<file path="config.mk">
export PLATFORM = sky130hd
export DESIGN_NAME = ppm_header_parser
export DESIGN_NICKNAME = d
export VERILOG_FILES = /design/src/sv/ppmhp_pkg.sv /design/src/sv/ppmhp_parse.sv /design/src/sv/ppm_header_parser.sv
export SDC_FILE = /design/constraint.sdc
export NUM_CORES = 1
export LEC_CHECK = 0
export ABC_AREA = 1
export ABC_CLOCK_PERIOD_IN_PS = 4100
export BUFFER_PORTS_ARGS = -buffer_cell sky130_fd_sc_hd__buf_2
export CAP_MARGIN = 40
export CORE_MARGIN = 2
export CORE_UTILIZATION = 30
export DETAILED_ROUTE_END_ITERATION = 8
export HOLD_SLACK_MARGIN = 0.02
export PLACE_DENSITY_LB_ADDON = 0.25
export SLEW_MARGIN = 20
export SYNTH_ARGS = -nofsm -noshare
export SYNTH_HDL_FRONTEND = slang
export SYNTH_SLANG_ARGS = --single-unit
export TNS_END_PERCENT = 50
</file>
<file path="constraint.sdc">
create_clock -name i_clk -period 4.1 [get_ports i_clk]
set_input_delay 0 -clock i_clk [delete_from_list [all_inputs] [get_ports i_clk]]
set_output_delay 0 -clock i_clk [all_outputs]
set_load 0.1 [all_outputs]
</file>
<file path="src/sv/ppmhp_pkg.sv">
package ppmhp_pkg;

    // Default sizing of the number accumulator and digit counter
    localparam int MAX_DIGITS_DEF = 31;
    localparam int VALUE_BITS_DEF = 16;

    // Width of the reported image dimensions
    localparam int DIM_W = 16;

    // Header bytes of interest
    localparam logic [7:0] BYTE_TAB   = 8'h09;
    localparam logic [7:0] BYTE_LF    = 8'h0A;
    localparam logic [7:0] BYTE_CR    = 8'h0D;
    localparam logic [7:0] BYTE_SPACE = 8'h20;
    localparam logic [7:0] BYTE_HASH  = 8'h23;
    localparam logic [7:0] BYTE_ZERO  = 8'h30;
    localparam logic [7:0] BYTE_NINE  = 8'h39;
    localparam logic [7:0] BYTE_SIX   = 8'h36;
    localparam logic [7:0] BYTE_P     = 8'h50;

    // Nominal maximum color value; anything else raises the warning
    localparam int MAXVAL_NOMINAL = 255;

    // Parser phase
    typedef enum logic [2:0] {
        PH_TOP     = 3'd0,
        PH_COMMENT = 3'd1,
        PH_MAGIC   = 3'd2,
        PH_WIDTH   = 3'd3,
        PH_HEIGHT  = 3'd4,
        PH_MAXVAL  = 3'd5
    } t_phase;

    // Reported status
    typedef enum logic [2:0] {
        ST_BUSY      = 3'd0,
        ST_DONE      = 3'd1,
        ST_BADMAGIC  = 3'd2,
        ST_BADFORMAT = 3'd3,
        ST_EARLYEND  = 3'd4
    } t_status;

    // One result item
    typedef struct packed {
        logic             warning;
        logic [DIM_W-1:0] height;
        logic [DIM_W-1:0] width;
        t_status          status;
    } t_result;

    function automatic logic is_digit(input logic [7:0] b);
        return (b >= BYTE_ZERO) && (b <= BYTE_NINE);
    endfunction

    // Skipped at top level: space, tab, CR, LF
    function automatic logic is_top_space(input logic [7:0] b);
        return (b == BYTE_SPACE) || (b == BYTE_TAB) || (b == BYTE_LF) || (b == BYTE_CR);
    endfunction

    // Ends a number: tab through CR, or space
    function automatic logic is_num_end(input logic [7:0] b);
        return (b == BYTE_SPACE) || ((b >= BYTE_TAB) && (b <= BYTE_CR));
    endfunction

endpackage

</file>
<file path="src/sv/ppmhp_parse.sv">
module ppmhp_parse #(
    parameter int MAX_DIGITS = ppmhp_pkg::MAX_DIGITS_DEF,
    parameter int VALUE_BITS = ppmhp_pkg::VALUE_BITS_DEF
) (
    input  logic               i_clk,
    input  logic               i_rst_n,
    input  logic               i_step,
    input  logic [7:0]         i_byte,
    input  logic               i_eoi,
    input  logic               i_restart,
    output ppmhp_pkg::t_result o_result
);
    import ppmhp_pkg::*;

    localparam int CNT_W = $clog2(MAX_DIGITS + 1);

    // Parser state
    t_phase                r_phase;
    t_status               r_code;
    logic [VALUE_BITS-1:0] r_acc;
    logic [CNT_W-1:0]      r_cnt;
    logic [DIM_W-1:0]      r_width;
    logic [DIM_W-1:0]      r_height;
    logic                  r_warn;

    t_phase                n_phase;
    t_status               n_code;
    logic [VALUE_BITS-1:0] n_acc;
    logic [CNT_W-1:0]      n_cnt;
    logic [DIM_W-1:0]      n_width;
    logic [DIM_W-1:0]      n_height;
    logic                  n_warn;

    // State as seen by this transaction (restart wipes it first)
    t_phase                c_phase;
    t_status               c_code;
    logic [VALUE_BITS-1:0] c_acc;
    logic [CNT_W-1:0]      c_cnt;
    logic [DIM_W-1:0]      c_width;
    logic [DIM_W-1:0]      c_height;
    logic                  c_warn;

    logic                   w_work;
    logic [VALUE_BITS-1:0]  w_base;
    logic [VALUE_BITS+3:0]  w_base_ext;
    logic [VALUE_BITS+3:0]  w_prod;
    logic [VALUE_BITS-1:0]  w_sat;
    logic [VALUE_BITS+15:0] w_acc_ext;
    logic                   w_room;

    assign c_phase  = i_restart ? PH_TOP  : r_phase;
    assign c_code   = i_restart ? ST_BUSY : r_code;
    assign c_acc    = i_restart ? '0 : r_acc;
    assign c_cnt    = i_restart ? '0 : r_cnt;
    assign c_width  = i_restart ? '0 : r_width;
    assign c_height = i_restart ? '0 : r_height;
    assign c_warn   = i_restart ? 1'b0 : r_warn;

    // A byte is parsed only while busy and not at end of input
    assign w_work = (c_code == ST_BUSY) && !i_eoi;

    // Decimal accumulate: acc*10 + digit, saturating at all ones
    assign w_base     = (c_phase == PH_TOP) ? '0 : c_acc;
    assign w_base_ext = {4'd0, w_base};
    assign w_prod     = (w_base_ext << 3) + (w_base_ext << 1)
                      + {{VALUE_BITS{1'b0}}, i_byte[3:0]};  // low nibble of '0'..'9'
    assign w_sat      = (w_prod > {4'd0, {VALUE_BITS{1'b1}}}) ? {VALUE_BITS{1'b1}}
                                                             : w_prod[VALUE_BITS-1:0];
    assign w_acc_ext  = {{DIM_W{1'b0}}, c_acc};
    assign w_room     = c_cnt < CNT_W'(MAX_DIGITS);

    // Next phase
    always_comb begin
        n_phase = c_phase;
        if (w_work) begin
            unique case (c_phase)
                PH_TOP: begin
                    if (i_byte == BYTE_HASH) begin
                        n_phase = PH_COMMENT;
                    end else if (i_byte == BYTE_P) begin
                        n_phase = PH_MAGIC;
                    end else if (is_digit(i_byte)) begin
                        n_phase = PH_WIDTH;
                    end
                end
                PH_COMMENT: begin
                    if (i_byte == BYTE_LF || i_byte == BYTE_CR) begin
                        n_phase = PH_TOP;
                    end
                end
                PH_MAGIC: begin
                    if (i_byte == BYTE_SIX) begin
                        n_phase = PH_TOP;
                    end
                end
                PH_WIDTH: begin
                    if (!is_digit(i_byte) && is_num_end(i_byte)) begin
                        n_phase = PH_HEIGHT;
                    end
                end
                PH_HEIGHT: begin
                    if (!is_digit(i_byte) && is_num_end(i_byte)) begin
                        n_phase = PH_MAXVAL;
                    end
                end
                PH_MAXVAL: begin
                    if (!is_digit(i_byte) && is_num_end(i_byte)) begin
                        n_phase = PH_TOP;
                    end
                end
                default: begin
                    n_phase = c_phase;
                end
            endcase
        end
    end

    // Status, accumulator and captured values
    always_comb begin
        n_code   = c_code;
        n_acc    = c_acc;
        n_cnt    = c_cnt;
        n_width  = c_width;
        n_height = c_height;
        n_warn   = c_warn;
        if (c_code == ST_BUSY && i_eoi) begin
            n_code = ST_EARLYEND;
        end else if (w_work) begin
            unique case (c_phase)
                PH_TOP: begin
                    if (is_digit(i_byte)) begin
                        n_acc = w_sat;
                        n_cnt = CNT_W'(1);
                    end else if (!is_top_space(i_byte) && i_byte != BYTE_HASH
                                 && i_byte != BYTE_P) begin
                        n_code = ST_BADFORMAT;
                    end
                end
                PH_COMMENT: begin
                    n_code = c_code;
                end
                PH_MAGIC: begin
                    if (i_byte != BYTE_SIX) begin
                        n_code = ST_BADMAGIC;
                    end
                end
                PH_WIDTH, PH_HEIGHT, PH_MAXVAL: begin
                    if (is_digit(i_byte)) begin
                        if (w_room) begin
                            n_acc = w_sat;
                            n_cnt = c_cnt + CNT_W'(1);
                        end else begin
                            n_code = ST_BADFORMAT;
                        end
                    end else if (is_num_end(i_byte)) begin
                        // number complete: capture it (width, height) or check it (maxval), and clear the accumulator
                        n_acc = '0;
                        n_cnt = '0;
                        if (c_phase == PH_WIDTH) begin
                            n_width = w_acc_ext[DIM_W-1:0];
                        end else if (c_phase == PH_HEIGHT) begin
                            n_height = w_acc_ext[DIM_W-1:0];
                        end else begin
                            if (c_acc != VALUE_BITS'(MAXVAL_NOMINAL)) begin
                                n_warn = 1'b1;
                            end
                            n_code = ST_DONE;
                        end
                    end else begin
                        n_code = ST_BADFORMAT;
                    end
                end
                default: begin
                    n_code = c_code;
                end
            endcase
        end
    end

    // State update per accepted transaction
    always_ff @(posedge i_clk) begin
        if (!i_rst_n) begin
            r_phase  <= PH_TOP;
            r_code   <= ST_BUSY;
            r_acc    <= '0;
            r_cnt    <= '0;
            r_width  <= '0;
            r_height <= '0;
            r_warn   <= 1'b0;
        end else if (i_step) begin
            r_phase  <= n_phase;
            r_code   <= n_code;
            r_acc    <= n_acc;
            r_cnt    <= n_cnt;
            r_width  <= n_width;
            r_height <= n_height;
            r_warn   <= n_warn;
        end
    end

    assign o_result.status  = n_code;
    assign o_result.width   = n_width;
    assign o_result.height  = n_height;
    assign o_result.warning = n_warn;

endmodule

</file>
<file path="src/sv/ppm_header_parser.sv">
// Binary PPM header parser, one header byte per input transaction.
// The result for a byte is registered and appears on the master side in the cycle after acceptance.
// Throughput: one byte per cycle; a byte is taken whenever the output register is empty
// or its result is taken in the same cycle, so a stalled result holds off input.
// Reset: synchronous, active low; clears parser state and empties the output register.
module ppm_header_parser #(
    parameter int MAX_DIGITS = ppmhp_pkg::MAX_DIGITS_DEF,
    parameter int VALUE_BITS = ppmhp_pkg::VALUE_BITS_DEF
) (
    input  logic        i_clk,
    input  logic        i_rst_n,
    input  logic        s_axis_tvalid,
    output logic        s_axis_tready,
    input  logic [7:0]  s_axis_tdata,   // [7:0] data_byte
    input  logic        s_axis_tlast,   // end_of_input
    input  logic        s_axis_tuser,   // restart
    output logic        m_axis_tvalid,
    input  logic        m_axis_tready,
    output logic [39:0] m_axis_tdata    // [2:0] status, [18:3] image_width,
                                        // [34:19] image_height, [35] depth_warning
);
    import ppmhp_pkg::*;

    logic    w_step;
    t_result w_result;
    logic    r_out_valid;
    t_result r_out;

    // Take a byte whenever the output register is free or draining
    assign s_axis_tready = !r_out_valid || m_axis_tready;
    assign w_step        = s_axis_tvalid && s_axis_tready;

    ppmhp_parse #(
        .MAX_DIGITS(MAX_DIGITS),
        .VALUE_BITS(VALUE_BITS)
    ) u_parse (
        .i_clk    (i_clk),
        .i_rst_n  (i_rst_n),
        .i_step   (w_step),
        .i_byte   (s_axis_tdata),
        .i_eoi    (s_axis_tlast),
        .i_restart(s_axis_tuser),
        .o_result (w_result)
    );

    // Output register valid
    always_ff @(posedge i_clk) begin
        if (!i_rst_n) begin
            r_out_valid <= 1'b0;
        end else if (w_step) begin
            r_out_valid <= 1'b1;
        end else if (m_axis_tready) begin
            r_out_valid <= 1'b0;
        end
    end

    // Output register payload
    always_ff @(posedge i_clk) begin
        if (w_step) begin
            r_out <= w_result;
        end
    end

    assign m_axis_tvalid = r_out_valid;
    assign m_axis_tdata  = {4'd0, r_out.warning, r_out.height, r_out.width, r_out.status};

endmodule
</file>
==> flow_metrics.tcl <==
set metrics [dict create \
    finalPower_mw 2.49 \
    area_delta_synth_final_pct 11.8 \
    nFillCells 2263 \
    final_common_cell "nand2_1" \
    finalSetupTns_ns 0 \
    r2r-start "u_parse.r_phase[0]" \
    gr-max-usage-layer "met2" \
    final_min_period_over_clock_period_pct 83.0 \
    num_io_pins 56 \
    drtIter0Drc 343 \
    ir_worst_vdd_mv 0.199 \
    hp-class "input pin to flop" \
    syn_inst 932 \
    met1_usage_pct 21.6 \
    synth_seq_area_share_pct 35.5 \
    vias 5875 \
    final_cell_mix "nand2_1, inv_1, nor2_1" \
    place.gp.congestion 0.883 \
    synth.avg_cell_area_um2 6.95 \
    routed_wirelength_um 16700 \
    clkLatencyLatePin_ns 0.35 \
    clock_sinks 97 \
    dpl.hpwl_um 12200 \
    worstHoldPathCells 3 \
    die_w_um 151 \
    worstPathRequired_ns 4.33 \
    cp_max_fo 18 \
    rr_endpoint "u_parse.r_acc[13]" \
    outcome "complete, no violations" \
    gr-usage-met2_pct 24.3 \
    start_util_pct 30.7 \
    critPathMaxStageDelay_ns 0.45 \
    clk_path_buf_depth 2 \
    crit_slowest_cell "dfxtp_1" \
    min_from "s_axis_tlast" \
    arrival_ns 3.64 \
    min_to "m_axis_tdata[2]" \
    wire_per_inst_um 13.4 \
    multiInputGateArea_mm2 0.00342 \
    grt_pass1_wl_um 27500 \
    gr-total-overflow 0 \
    rsz0062_at_grt "false" \
    final_nets 1011 \
    grt_util_all_layers_pct 15.1 \
    drt_pass1_iterations 5 \
    worstSetupPathType "flop to flop" \
    clkSlewWorstSetupHoldPaths_ns 0.08 \
    area.sequential_mm2 0.00230 \
    skew_ns 0.0157 \
    numCtsBuffers 9 \
    async_reset_ff_share_pct 0 \
    critPathCaptureType "flop" \
    final-hold-violation-count 0 \
    crit_path_start_kind "flop" \
    row_count 53 \
    r2r_cells 16 \
    cp_cell_sequence "nand2_4 -> nand3_4 -> inv_2 -> nor3_1 -> ha_1 -> ha_1 -> a21oi_1 -> nor2_1 -> nor2_1 -> nor2_1 -> nor2_1 -> nand2_1 -> nor2_4 -> nand3_1 -> nand2_1 -> a21oi_2" \
    avgViaCountPerCell 4.72 \
    leakagePower_nw 3.49 \
    drv_cap 0 \
    core-area_mm2 0.0211 \
    tightest_slew_ns 0.714 \
    cts-root-buf "clkbuf_16" \
    chipHeight_um 151 \
    setup_viol 0 \
    met3_usage_pct 1.90 \
    antennaDiodeCount 0 \
    cpMostUsedCell "nor2_1" \
    clock.fmax_ghz 0.294 \
    antenna_found_initial 2 \
    layout-drive-gt1-share_pct 14.1 \
    path_buf_inv 1 \
    synthesis.area_mm2 0.00648 \
    die_area_mm2 0.0228 \
    synthDistinctLibCells 42 \
    path_delay_family "simple AND/OR/NAND/NOR gates" \
    post_dp_cell_area_mm2 0.00694 \
    cts-htree-levels 3 \
    final.min_clock_period_ns 3.40 \
    grt_pass1_vias 5254 \
    ant_nets 0 \
    grt_max_degree 94 \
    slew_violations 0 \
    p_per_area_mw_per_mm2 344 \
    synth-main-ff-cell "dfxtp_1" \
    yosysWarnings 0 \
    final_area_mm2 0.00724 \
    drcViolationCount 0 \
    synth_edf_count 36 \
    max-slew-margin-rel_pct 52.2 \
    r2r_slack_ns 0.70 \
    ys_ff_latch 97 \
    port_buffers 51 \
    cts_tree "yes" \
]
[routing by layer]
metal / vias to the layer above / wire (um)
met5: - / 11
met4: 2 / 166
met3: 13 / 754
met2: 127 / 7350
met1: 2658 / 8410
li1: 3075 / -
[per-stage QoR]
step | setup slack, ns | hold slack, ns | instances | util, %
floorplan | 0.865 | 0.138 | 935 | -
global placement | 0.707 | 0.329 | 1227 | 32.9
detailed placement | 0.730 | 0.333 | 1227 | 32.9
CTS | 0.703 | 0.0772 | 1244 | 34.4
global route | 0.378 | 0.136 | 1244 | 34.4
finish | 0.695 | 0.0910 | 1244 | 34.4
[flip-flops by register name, indices dropped and copies added (netlist names)]
name              cells
m_axis_tvalid         1
u_parse.r_phase       3
u_parse.r_cnt         5
u_parse.r_code        3
u_parse.r_acc        16
u_parse.r_width      16
u_parse.r_height     16
u_parse.r_warn        1
m_axis_tdata         36
[layout make-up]
type / count / share of cell area (%)
multi-input cells: 652 / 47.2
flip-flops and latches: 97 / 31.8
inverters: 143 / 7.44
repair buffers: 61 / 4.77
well taps: 275 / 4.75
clock buffers: 10 / 3.16
clock inverters: 6 / 0.915
[synth_stat cells, types with 2 or more instances]
cell      instances  area, um2
xor2_1            4       35.0
inv_1           133        499
o21bai_1          2       15.0
nand3_4           2       35.0
nor2_1          123        462
o21ai_2          16        140
buf_1             5       18.8
nand3_2           3       30.0
clkbuf_1         15       56.3
buf_6             4       45.0
dfxtp_1          61       1220
a31oi_1           2       12.5
nor2_4            3       33.8
buf_2            12       60.1
inv_2             9       33.8
nor2_2            5       31.3
edfxtp_1         36       1080
nand2_1         185        694
o21ai_1          38        190
a21oi_1          54        270
nor3_1           22        110
xnor2_1           8       70.1
nand4_1           9       56.3
o21ai_0          49        245
ha_1             32        400
buf_4             7       52.6
nand3_1          61        305
nand2_2           5       31.3
nor4_1            2       12.5
nand2_4           3       33.8
a21oi_2          11       96.3
[where the power goes]
group / leakage [nW] / switching [mW] / total [mW] / internal (mW)
combinational: 2.49 / 0.429 / 0.546 / 0.116
sequential: 0.866 / 0.0265 / 1.09 / 1.07
clock: 0.135 / 0.376 / 0.851 / 0.475
[worst min-delay path, stage by stage]
cell and delay [ns]:
buf_2 0.10, nand2_1 0.10, o21ai_0 0.12
[how the worst max path moves through the flow]
| stage | start | endpoint | slack [ns] | cells past startpoint |
|---|---|---|---|---|
| 2_1_floorplan | m_axis_tvalid | u_parse.r_acc[14] | 0.86 | 8 |
| 3_3_place_gp | u_parse.r_phase[0] | u_parse.r_acc[13] | 0.71 | 16 |
| 3_5_place_dp | u_parse.r_phase[0] | u_parse.r_acc[6] | 0.73 | 16 |
| 4_1_cts | u_parse.r_phase[0] | u_parse.r_acc[6] | 0.70 | 16 |
| 5_1_grt | u_parse.r_phase[0] | u_parse.r_acc[2] | 0.38 | 18 |
| 6_report | u_parse.r_phase[0] | u_parse.r_acc[13] | 0.70 | 16 |
[kinds of logic after synthesis]
| logic type | after synthesis | share of synthesized area [%] |
|---|---|---|
| simple gates | 426 | 28.7 |
| buf+inv | 186 | 11.9 |
| compound gates | 177 | 15.7 |
| flops | 97 | 35.5 |
| fa+ha+maj | 33 | 6.49 |
| xor+xnor | 12 | 1.62 |
| other cells | 1 | 0.0579 |
[what timing repair did]
| action | 4_1_cts | 5_1_grt |
|---|---|---|
| resized for setup | 0 | 0 |
| buffers inserted | 0 | 0 |
| hold buffers | 1 | 0 |
| endpoints found under the hold margin | 1 | 0 |
No activity file was read; power rests on OpenSTA's default activity.
